## config.mk

```make
export PLATFORM = sky130hd
export DESIGN_NAME = tftu_tlb_cell
export DESIGN_NICKNAME = d
export VERILOG_FILES = /design/src/hw/rtl/tftu_pkg.sv /design/src/hw/rtl/tftu_tlb_cell.sv
export SDC_FILE = /design/constraint.sdc
export NUM_CORES = 1
export LEC_CHECK = 0
export BUFFER_PORTS_ARGS = -buffer_cell sky130_fd_sc_hd__buf_4
export CELL_PAD_IN_SITES_DETAIL_PLACEMENT = 2
export CELL_PAD_IN_SITES_GLOBAL_PLACEMENT = 2
export CORE_UTILIZATION = 22
export DETAILED_ROUTE_END_ITERATION = 8
export GPL_TIMING_DRIVEN = 0
export HOLD_SLACK_MARGIN = 0.1
export MAX_ROUTING_LAYER = met4
export PLACE_DENSITY_LB_ADDON = 0.1
export SLEW_MARGIN = 20
export SYNTH_ARGS = -nofsm -noshare
export SYNTH_HDL_FRONTEND = slang
export SYNTH_SLANG_ARGS = --single-unit
```

## constraint.sdc

```tcl
create_clock -name clock -period 1.2 [get_ports clock]
set_input_delay 0.06 -clock clock [delete_from_list [all_inputs] [get_ports clock]]
set_output_delay 0.06 -clock clock [all_outputs]
set_load 0.1 [all_outputs]
```

## src/hw/rtl/tftu_pkg.sv

```systemverilog
// Package with shared widths, constants, codes and types of the TLB page translation unit.
package tftu_pkg;

   localparam int ACTION_W = 2;
   localparam int PAGE_W   = 4;
   localparam int FRAME_W  = 4;
   localparam int OFFSET_W = 4;
   localparam int DATA_W   = 32;

   // The page, frame and offset fields are four bits wide, so every table spans the full code.
   localparam int PAGES           = 1 << PAGE_W;
   localparam int FRAMES          = 1 << FRAME_W;
   localparam int WORDS_PER_FRAME = 1 << OFFSET_W;
   localparam int STORE_WORDS     = FRAMES * WORDS_PER_FRAME;
   localparam int ADDR_W          = FRAME_W + OFFSET_W;

   localparam int TLB_ENTRIES_DEFAULT = 8;

   localparam logic [DATA_W-1:0] STORE_RESET_WORD = '1;

   typedef enum logic [ACTION_W-1:0] {
      ACT_TRANSLATE = 2'd0,
      ACT_LOAD_MAP  = 2'd1,
      ACT_LOAD_DATA = 2'd2
   } action_type;

   typedef enum logic [1:0] {
      ST_CLEAR,
      ST_IDLE,
      ST_RESP
   } state_type;

   typedef struct packed {
      logic               valid;
      logic [PAGE_W-1:0]  page;
      logic [FRAME_W-1:0] frame;
   } entry_type;

   typedef struct packed {
      logic              shift;
      logic [PAGE_W-1:0] key;
   } cell_ctrl_type;

endpackage

```

## src/hw/rtl/tftu_tlb_cell.sv

```systemverilog
// One TLB cell: holds a page/frame pair, compares it with the search key and shifts on a fill.
module tftu_tlb_cell (
   input  logic                   clock,
   input  logic                   reset,
   input  tftu_pkg::cell_ctrl_type ctrl,
   input  tftu_pkg::entry_type    prev,
   output tftu_pkg::entry_type    entry,
   output logic                   match
);
   import tftu_pkg::*;

   logic               valid_ff;
   logic [PAGE_W-1:0]  page_ff;
   logic [FRAME_W-1:0] frame_ff;

   always_ff @(posedge clock) begin
      if (reset) begin
         valid_ff <= 1'b0;
      end else if (ctrl.shift) begin
         valid_ff <= prev.valid;
      end
   end

   always_ff @(posedge clock) begin
      if (ctrl.shift) begin
         page_ff  <= prev.page;
         frame_ff <= prev.frame;
      end
   end

   assign entry.valid = valid_ff;
   assign entry.page  = page_ff;
   assign entry.frame = frame_ff;
   assign match       = valid_ff && (page_ff == ctrl.key);
endmodule

```

Word level (Yosys, flattened, before mapping)
Cells that the tools add are included.
{"block": "word_totals", "register_bits": 9, "latch_bits": 0, "mem_bits_rw": 0, "romBits": 0, "inputBits": 16, "out_inout_bits": 10, "word_cells": 5, "memories": 0}
{"block": "op_classes", "add_sub_neg": 0, "multipliers": 0, "div_mod_pow": 0, "magnitude_cmp": 0, "eq_ne": 1, "n_shift": 0, "n_mux": 0, "bitwise": 0, "n_reduce_logical": 1}
{"operator": "$eq 4x4->1", "count": 1}
{"operator": "$logic_and 1x1->1", "count": 1}

Logic depth before layout (Yosys ltp)
Gate-level depths: netlist of the first run.
{"block": "logic_depth", "word_depth": 2, "depth_mapped": 3, "depth_no_buf": 3}

Worst setup path after synthesis of the first run
OpenSTA, ideal clock, no wires.
{"block": "synth_path", "kind": "reg-to-output", "startpoint": "register page_ff[1]", "endpoint": "output match", "arrival_time_ns": 2.895, "required_ns": 1.140, "slack_ns": -1.755, "path_stages_with_launch": 3, "n_path_buf": 0, "path_cell_list": "edfxtp_1 xor2_1 nor4_2"}
{"block": "synth_via", "elab_chain_cells": 2}
{"element": "start: declaration", "line": "tftu_tlb_cell.sv:13", "source": "logic [PAGE_W-1:0] page_ff;"}
{"element": "start signal: assignment", "line": "tftu_tlb_cell.sv:26", "source": "page_ff <= prev.page;"}
{"element": "$eq 4x4->1", "line": "tftu_tlb_cell.sv:34", "source": "assign match = valid_ff && (page_ff == ctrl.key);"}
{"element": "$logic_and 1x1->1", "line": "tftu_tlb_cell.sv:34"}
{"element": "end: declaration", "line": "tftu_tlb_cell.sv:8", "source": "output logic match"}
Every way passes these cells.

Worst setup path after layout of the first run
Ends and elaborated chain as after synthesis.

==> results.txt, run 1 <==
- Before antenna repair, the detailed router went through 2 iterations.
- Critical path startpoint category: register
- TritonCTS built the clock tree.
* Post-Synthesis Net Count: 34
* Storage cell area: 260 sq um
* Die width: 40.9 um
- The floorplan has 13 rows.
- Post-CTS setup-driven buffer insertion count: 0
* Last weighted congestion value of the routability-driven placer: 0.569
- For this block, the via count after detailed routing is 299.
- Failing checks: setup timing
* Slew HR: 0.812
* Total clock buffers created by CTS: 3
* Pin count of the biggest net entering global routing: 10
* Worst Max-Slew Pin Slew: 0.285 ns
* Pwr dens: 1340 mW/mm^2
* Top area cells in the synthesized netlist: sky130_fd_sc_hd__edfxtp_1 72%, sky130_fd_sc_hd__xor2_1 7.9%, sky130_fd_sc_hd__dfxtp_1 6.0%
- Share of flip-flops with an asynchronous set or reset after synthesis: 0
- Shortest period the worst path allows: 1.46 ns
- Final ANT Viol Nets: 0
- CTS built an H-tree with a depth of 1.
- The later pin in the worst-skew pair is clocked with a latency of 0.26 ns.
- Effective utilization at floorplan: 0.247
* Wire length of the first global-routing pass: 1.37 mm
- Core ar.: 0.00135 sq mm
- Slack of the critical path: -0.257 ns
* Die Ht: 40.9 um
* Worst IR drop on VDD: 0.643 mV
- Run status: finished with violations
- Critical path fanouts, max: 2
- Setup repair after global routing missed its margin: yes
* Count of state elements after synthesis: 9
- The min-delay analysis places its worst path in the category in -> reg.
* Area of the mapped netlist: 333 sq um
- Detail-routed net length per standard cell: 12.2 um
- In the final layout, the multi-input gates occupy 73.8 sq um.
* CTS sink count: 9
- Using the TritonRoute via totals, the vias-per-cell ratio works out to 4.10.
- The via count of the first global-routing pass came to 333.
- The tree is rooted in a sky130_fd_sc_hd__clkbuf_4.
- The share of the Yosys chip area taken by registers is 0.782.
* Static leakage: 0.000301 uW
- In the synthesized netlist the dominant register cell turns out to be sky130_fd_sc_hd__edfxtp_1.
- The cell count after synthesis came out at 18.
- I/O pin total: 26
- Yosys warning count: 0
- The worst setup path is of the reg -> out kind.
- Endpoint required time on the critical path: 1.14 ns
* Final-layout fill cell count: 138
- In this design, the stage delay of the slowest critical-path cell is 0.41 ns.
- Summed over all instances, the cell type with the most area after synthesis is sky130_fd_sc_hd__edfxtp_1.
- Count of routing violations after the opening detailed-route iteration: 1
- Broken down by cell family, the worst path's largest delay share belongs to flip-flops.
- Critical path capture point type: output port
* Antenna fix cells: 0
- Sum of internal, switching and leakage power: 924 uW
- In this run the deepest clock path goes through 2 buffers.
* Worst slack at placement: -0.0403 ns
- After synthesis, the mean cell area works out to 18.5 sq um.
- Endpoint arrival time on the critical path: 1.40 ns
* Number of violations of the max-capacitance limit: 0
* Aggregate global-route resource usage: 0.146
- Distinct cell type count after synthesis: 9
- Buffer and inverter count on the worst path: 1
- Share of the synthesized area in the top cell type: 0.722
* Detailed Route WL: 889 um
* Clock transition at the registers of the reported paths: 0.06 ns
- Area overhead of the layout relative to synthesis: 107%
- After detailed routing, the number of remaining DRC violations is 0.
- Dividing the final minimum period by the clock period gives 1.21.
- Final hold vios: 0
- After global routing the overflow that remains totals 0.
* List of cells traversed by the critical path: xor2_1 -> nor4_4 -> buf_6
* Proportion of layout cells with a drive suffix above 1: 0.517
- Initial antenna violation count: 0
- The count of final max-slew check failures came to 0.
* Highest clock frequency the design can meet: 687 MHz
- For the final database, setup skew stands at 0 ns.
* EDFF count, synth: 8
- After synthesis, the most frequently instantiated cells are 8 x sky130_fd_sc_hd__edfxtp_1, 3 x sky130_fd_sc_hd__xor2_1.
- Number of buffers inserted by port buffering: 25
- Nets: 75
- The slowest stage of the critical path is the sky130_fd_sc_hd__edfxtp_1 cell.
- Setup violations remaining at the end of the flow were counted as 1.
- Die outline area: 0.00167 sq mm
* Most instantiated library cell after synthesis: sky130_fd_sc_hd__edfxtp_1
## worst register-to-register path: cells and delay by family (launching register included)
kind	cells	cell delay, ns
flip-flops	1	0.33
multiplexers	1	0.13
AND/OR/NAND/NOR	1	0.06
## cells by family (layout without fill, tap and decap cells)
logic type / Yosys count / count (layout) / share of synthesized area
xor gates and xnor gates: 4 / 4 / 0.105
and+or+nand+nor: 3 / 3 / 0.0601
buffers and inverters: 1 / 41 / 0.0226
muxes: 1 / 1 / 0.0301
DFF: 9 / 9 / 0.782
## area by class of cell
cell class                 count  share of cell area
buffer                         1              0.0109
timing repair buffer          36               0.438
sequential                     9               0.378
tap                           15              0.0273
multi-input combinational      8               0.107
clock buffer                   4              0.0382
## repair_timing
item / 4_1_cts / 5_1_grt
hold buffers: 11 / 0
endpoints found under the setup margin: 1 / 1
gates resized for setup: 1 / 0
pin swaps: 0 / 0
hold endpoints to repair: 17 / 0
## layer usage
metal / track usage / up-vias / share of wire
met5: - / - / 0
met4: 0.100 / 0 / 0.019
met3: 0.0326 / 2 / 0.053
met2: 0.293 / 16 / 0.62
met1: 0.109 / 136 / 0.31
li1: - / 145 / -
## flip-flops by register name (all words and copies together) (netlist names)
name and cells:
frame_ff 4, page_ff 4, valid_ff 1
## power breakdown
part | internal [uW] | switching [uW]
sequential | 368 | 11.8
combinational | 96.6 | 218
clock | 128 | 102
total | 592 | 332
## placed cells by master, fill, tap and decap left out
cell type	instances
sky130_fd_sc_hd__buf_4	25
sky130_fd_sc_hd__dlygate4sd3_1	11
sky130_fd_sc_hd__edfxtp_1	8
sky130_fd_sc_hd__xor2_1	3
sky130_fd_sc_hd__clkbuf_4	3
sky130_fd_sc_hd__xnor2_1	1
sky130_fd_sc_hd__nand2_1	1
sky130_fd_sc_hd__nor4_4	1
sky130_fd_sc_hd__mux2i_1	1
sky130_fd_sc_hd__nor2_1	1
sky130_fd_sc_hd__clkbuf_1	1
sky130_fd_sc_hd__buf_6	1
sky130_fd_sc_hd__dfxtp_1	1
## final timing paths
path	endpoint	slack (ns)	depth (start not counted)	start
min	page_ff[0]	0.52	2	prev[4]
max	match	-0.26	3	page_ff[1]
min reg2reg	valid_ff	0.56	2	valid_ff
max reg2reg	valid_ff	0.57	2	valid_ff
## through the flow
step / TNS (ns) / instance area, sq um / util / hold WS [ns] / std cells
after floorplan: -1.17 / 342 / - / 0.132 / 18
after global placement: -0.00567 / 548 / 0.406 / 0.217 / 58
after detailed placement: -0.0403 / 548 / 0.406 / 0.233 / 58
after CTS: -0.285 / 688 / 0.510 / 0.505 / 73
after global routing: -0.351 / 688 / 0.510 / 0.517 / 73
final: -0.257 / 688 / 0.510 / 0.519 / 73
(Power assumes the default switching activity.)
==> run 2, diff against run 1 <==
CAP_MARGIN = 25   (was unset)
SETUP_SLACK_MARGIN = 0.5   (was unset)
==> results.txt, run 2 (synthesis results as in run 1) <==
* Run status: finished with violations
- Failing checks: setup timing
* Critical path capture point type: output port
- The number of nets at the end of the flow came to 74 (-1.3%).
- The worst-case clock buffer depth came to 2 (unchanged).
- Total overflow reported by the global router: 0 (unchanged)
- The path class of the tightest hold or removal check is in -> reg.
- Wire length of the first global-routing pass: 1.39 mm (+1.5%)
- From synthesis to final layout, the design area changed by 139%.
* Final setup viols: 1 (unchanged)
- The max capacitance violation total came to 0 (unchanged).
- Die width: 40.9 um (unchanged)
- Core ar.: 0.00135 sq mm (unchanged)
- Detail-routed net length per standard cell: 13.9 um (+14%)
- CTS placed an instance of sky130_fd_sc_hd__clkbuf_4 at the clock tree root.
- The number of placed instances, taps included is 58 (unchanged).
* Post-route DRC: 0 (unchanged)
- The final critical delay including setup and external delays was 1.47 ns (+0.00989 ns).
- The final hold violation count was 0 (unchanged).
* Detailed Route WL: 1.00 mm (+13%)
- Traced cell by cell, the critical path runs through xor2_1 -> nor4_4 -> buf_6.
- I/O pin total: 26 (unchanged)
* CTS sink count: 9 (unchanged)
* Number of buffers inserted by port buffering: 25 (unchanged)
- The starting density of the core is 0.247 (unchanged).
- Worst clock skew: 0 ns (unchanged)
- Max-slew violation count: 0 (unchanged)
- WHS Path Cells: 3 (+1)
- R2r setup slk: 0.53 ns (-0.04 ns)
- Via density per instance: 4.11 (+0.37%)
- Post-route core utilization: 0.590 (+0.0806)
* Depth of the most critical reg-to-reg path: 2 (unchanged)
- The leakage power summed over all cells is 0.000380 uW (+26%).
- The worst voltage drop across the vdd grid is 0.652 mV (+1.5%).
- Endpoint arrival time on the critical path: 1.41 ns (about the same)
- The number of nets still failing antenna checks after routing was 0 (unchanged).
- Startpoint-to-endpoint class of the critical path: reg -> out
- The number of diodes added for antenna fixing came to 0 (unchanged).
- The count of TritonRoute iterations in the first routing pass is 2 (unchanged).
* Worst Max-Slew Pin Slew: 0.267 ns (-0.0177 ns)
- The delay of the slowest critical-path stage was 0.41 ns (about the same).
- The y dimension of the die came to 40.9 um (unchanged).
* Hold path startpoint: prev[8]
- Pwr dens: 1270 mW/mm^2 (-5.7%)
- Proportion of layout cells with a drive suffix above 1: 0.561 (+0.0442)
* Count of routing violations after the opening detailed-route iteration: 1 (unchanged)
* Highest clock frequency the design can meet: 682 MHz (-0.67%)
- The share of the cycle needed by the critical path after routing is 1.22 (+0.00824).
- Clock transition at the registers of the reported paths: 0.07 ns (about the same)
- Worst r2r src: valid_ff
- The clock latency on the worst-skew pair is 0.27 ns (about the same).
- Critical path startpoint category: register
- Initial antenna violation count: 0 (unchanged)
* Capture point of the worst reg-to-reg path: valid_ff
- Endpoint required time on the critical path: 1.14 ns (about the same)
* Number of H-tree branching levels: 1 (unchanged)
* Slack of the critical path: -0.266 ns (-0.00989 ns)
* Commonest non-fill, non-tap cell in the layout: sky130_fd_sc_hd__buf_4
- Worst hold endpoint: valid_ff
- Among all stages on the critical path, the largest delay is contributed by sky130_fd_sc_hd__edfxtp_1.
* Pin count of the biggest net entering global routing: 10 (unchanged)
- The final weighted congestion in routability-driven placement is 0.569 (unchanged).
- Commonest cells after routing, fill and taps aside: 16 x sky130_fd_sc_hd__buf_4, 8 x sky130_fd_sc_hd__edfxtp_1, 8 x sky130_fd_sc_hd__buf_12, 5 x sky130_fd_sc_hd__dlymetal6s4s_1, 4 x sky130_fd_sc_hd__dlygate4sd3_1
* TritonCTS clock tree: done
* Standard-cell row count: 13 (unchanged)
- The die outline area came to 0.00167 sq mm (unchanged).
* Slew HR: 0.821 (+0.00964)
- The via count of the first global-routing pass was 343 (+3.0%).
* Largest registers in the final layout: frame_ff: 4 flops, page_ff: 4 flops, valid_ff: 1 flops
- The critical path starts at page_ff[1].
- Setup repair after global routing missed its margin: yes
* Aggregate global-route resource usage: 0.151 (+0.00468)
- The count of non-filler cells in the finished layout came to 72 (-1.4%).
- The maximum net fanout on the critical path is 2 (unchanged).
- Via total after detailed routing: 296 (-1.0%)
* Total clock buffers created by CTS: 3 (unchanged)
-- run 2: cell count changes in the layout (fill, tap and decap cells not counted) --
cell | previous run | this run
sky130_fd_sc_hd__dfxtp_1 | 1 | 0
sky130_fd_sc_hd__buf_4 | 25 | 16
sky130_fd_sc_hd__dlymetal6s4s_1 | 0 | 5
sky130_fd_sc_hd__buf_6 | 1 | 3
sky130_fd_sc_hd__dlygate4sd3_1 | 11 | 4
sky130_fd_sc_hd__buf_12 | 0 | 8
sky130_fd_sc_hd__dfxtp_2 | 0 | 1
-- run 2: layout make-up --
| type | count | area (sq um) |
|---|---|---|
| plain buffers | 1 | 11.3 |
| fillers | 122 | 553 |
| flip-flops and latches | 9 | 262 |
| clock buffers | 4 | 26.3 |
| multi-input cells | 8 | 73.8 |
| well taps | 15 | 18.8 |
| repair buffers | 35 | 405 |
-- run 2: stage by stage --
stage / hold slack [ns] / TNS (ns) / setup WS (ns) / power (uW) / cell area [sq um]
detailed placement: 0.233 / -0.0403 / -0.0403 / 673 / 548
global route: 0.0891 / -0.348 / -0.348 / 1040 / 797
CTS: 0.0751 / -0.285 / -0.285 / 994 / 764
global placement: 0.217 / -0.00567 / -0.00567 / 667 / 548
finish: 0.0641 / -0.266 / -0.266 / 1010 / 797
floorplan: 0.132 / -1.17 / -1.17 / 588 / 342
-- run 2: power breakdown --
group	switching, uW	leakage, uW	total, uW	internal (uW)
logic	223	0.000278	375	153
registers	21.9	0.0000869	391	369
clock network	115	0.0000150	243	128
-- run 2: layer usage --
metal	GRT usage	vias to the layer above	part of all wire
met5	-	-	0
met4	0.100	0	0.014
met3	0.0489	2	0.046
met2	0.301	17	0.62
met1	0.105	136	0.32
li1	-	141	-
-- run 2: worst max-delay path by stage --
stage	depth (start not counted)	endpoint	slack (ns)
4_1_cts	3	match	-0.29
2_1_floorplan	2	match	-1.17
6_report	3	match	-0.27
5_1_grt	4	match	-0.35
3_5_place_dp	3	match	-0.04
3_3_place_gp	3	match	-0.006
-- run 2: repair_timing --
item | 4_1_cts | 5_1_grt
hold buffers | 9 | 1
hold endpoints to repair | 17 | 10
setup buffers | 0 | 1
endpoints found under the setup margin | 10 | 16
gates resized for setup | 25 | 8
pin swaps | 0 | 0
-- run 2: worst max-delay path, delay by kind of cell, from the launching register on --
kind | cells | cell delay (ns)
flops | 1 | 0.41
xor+xnor | 1 | 0.19
buf+inv | 1 | 0.26
simple gates | 1 | 0.29
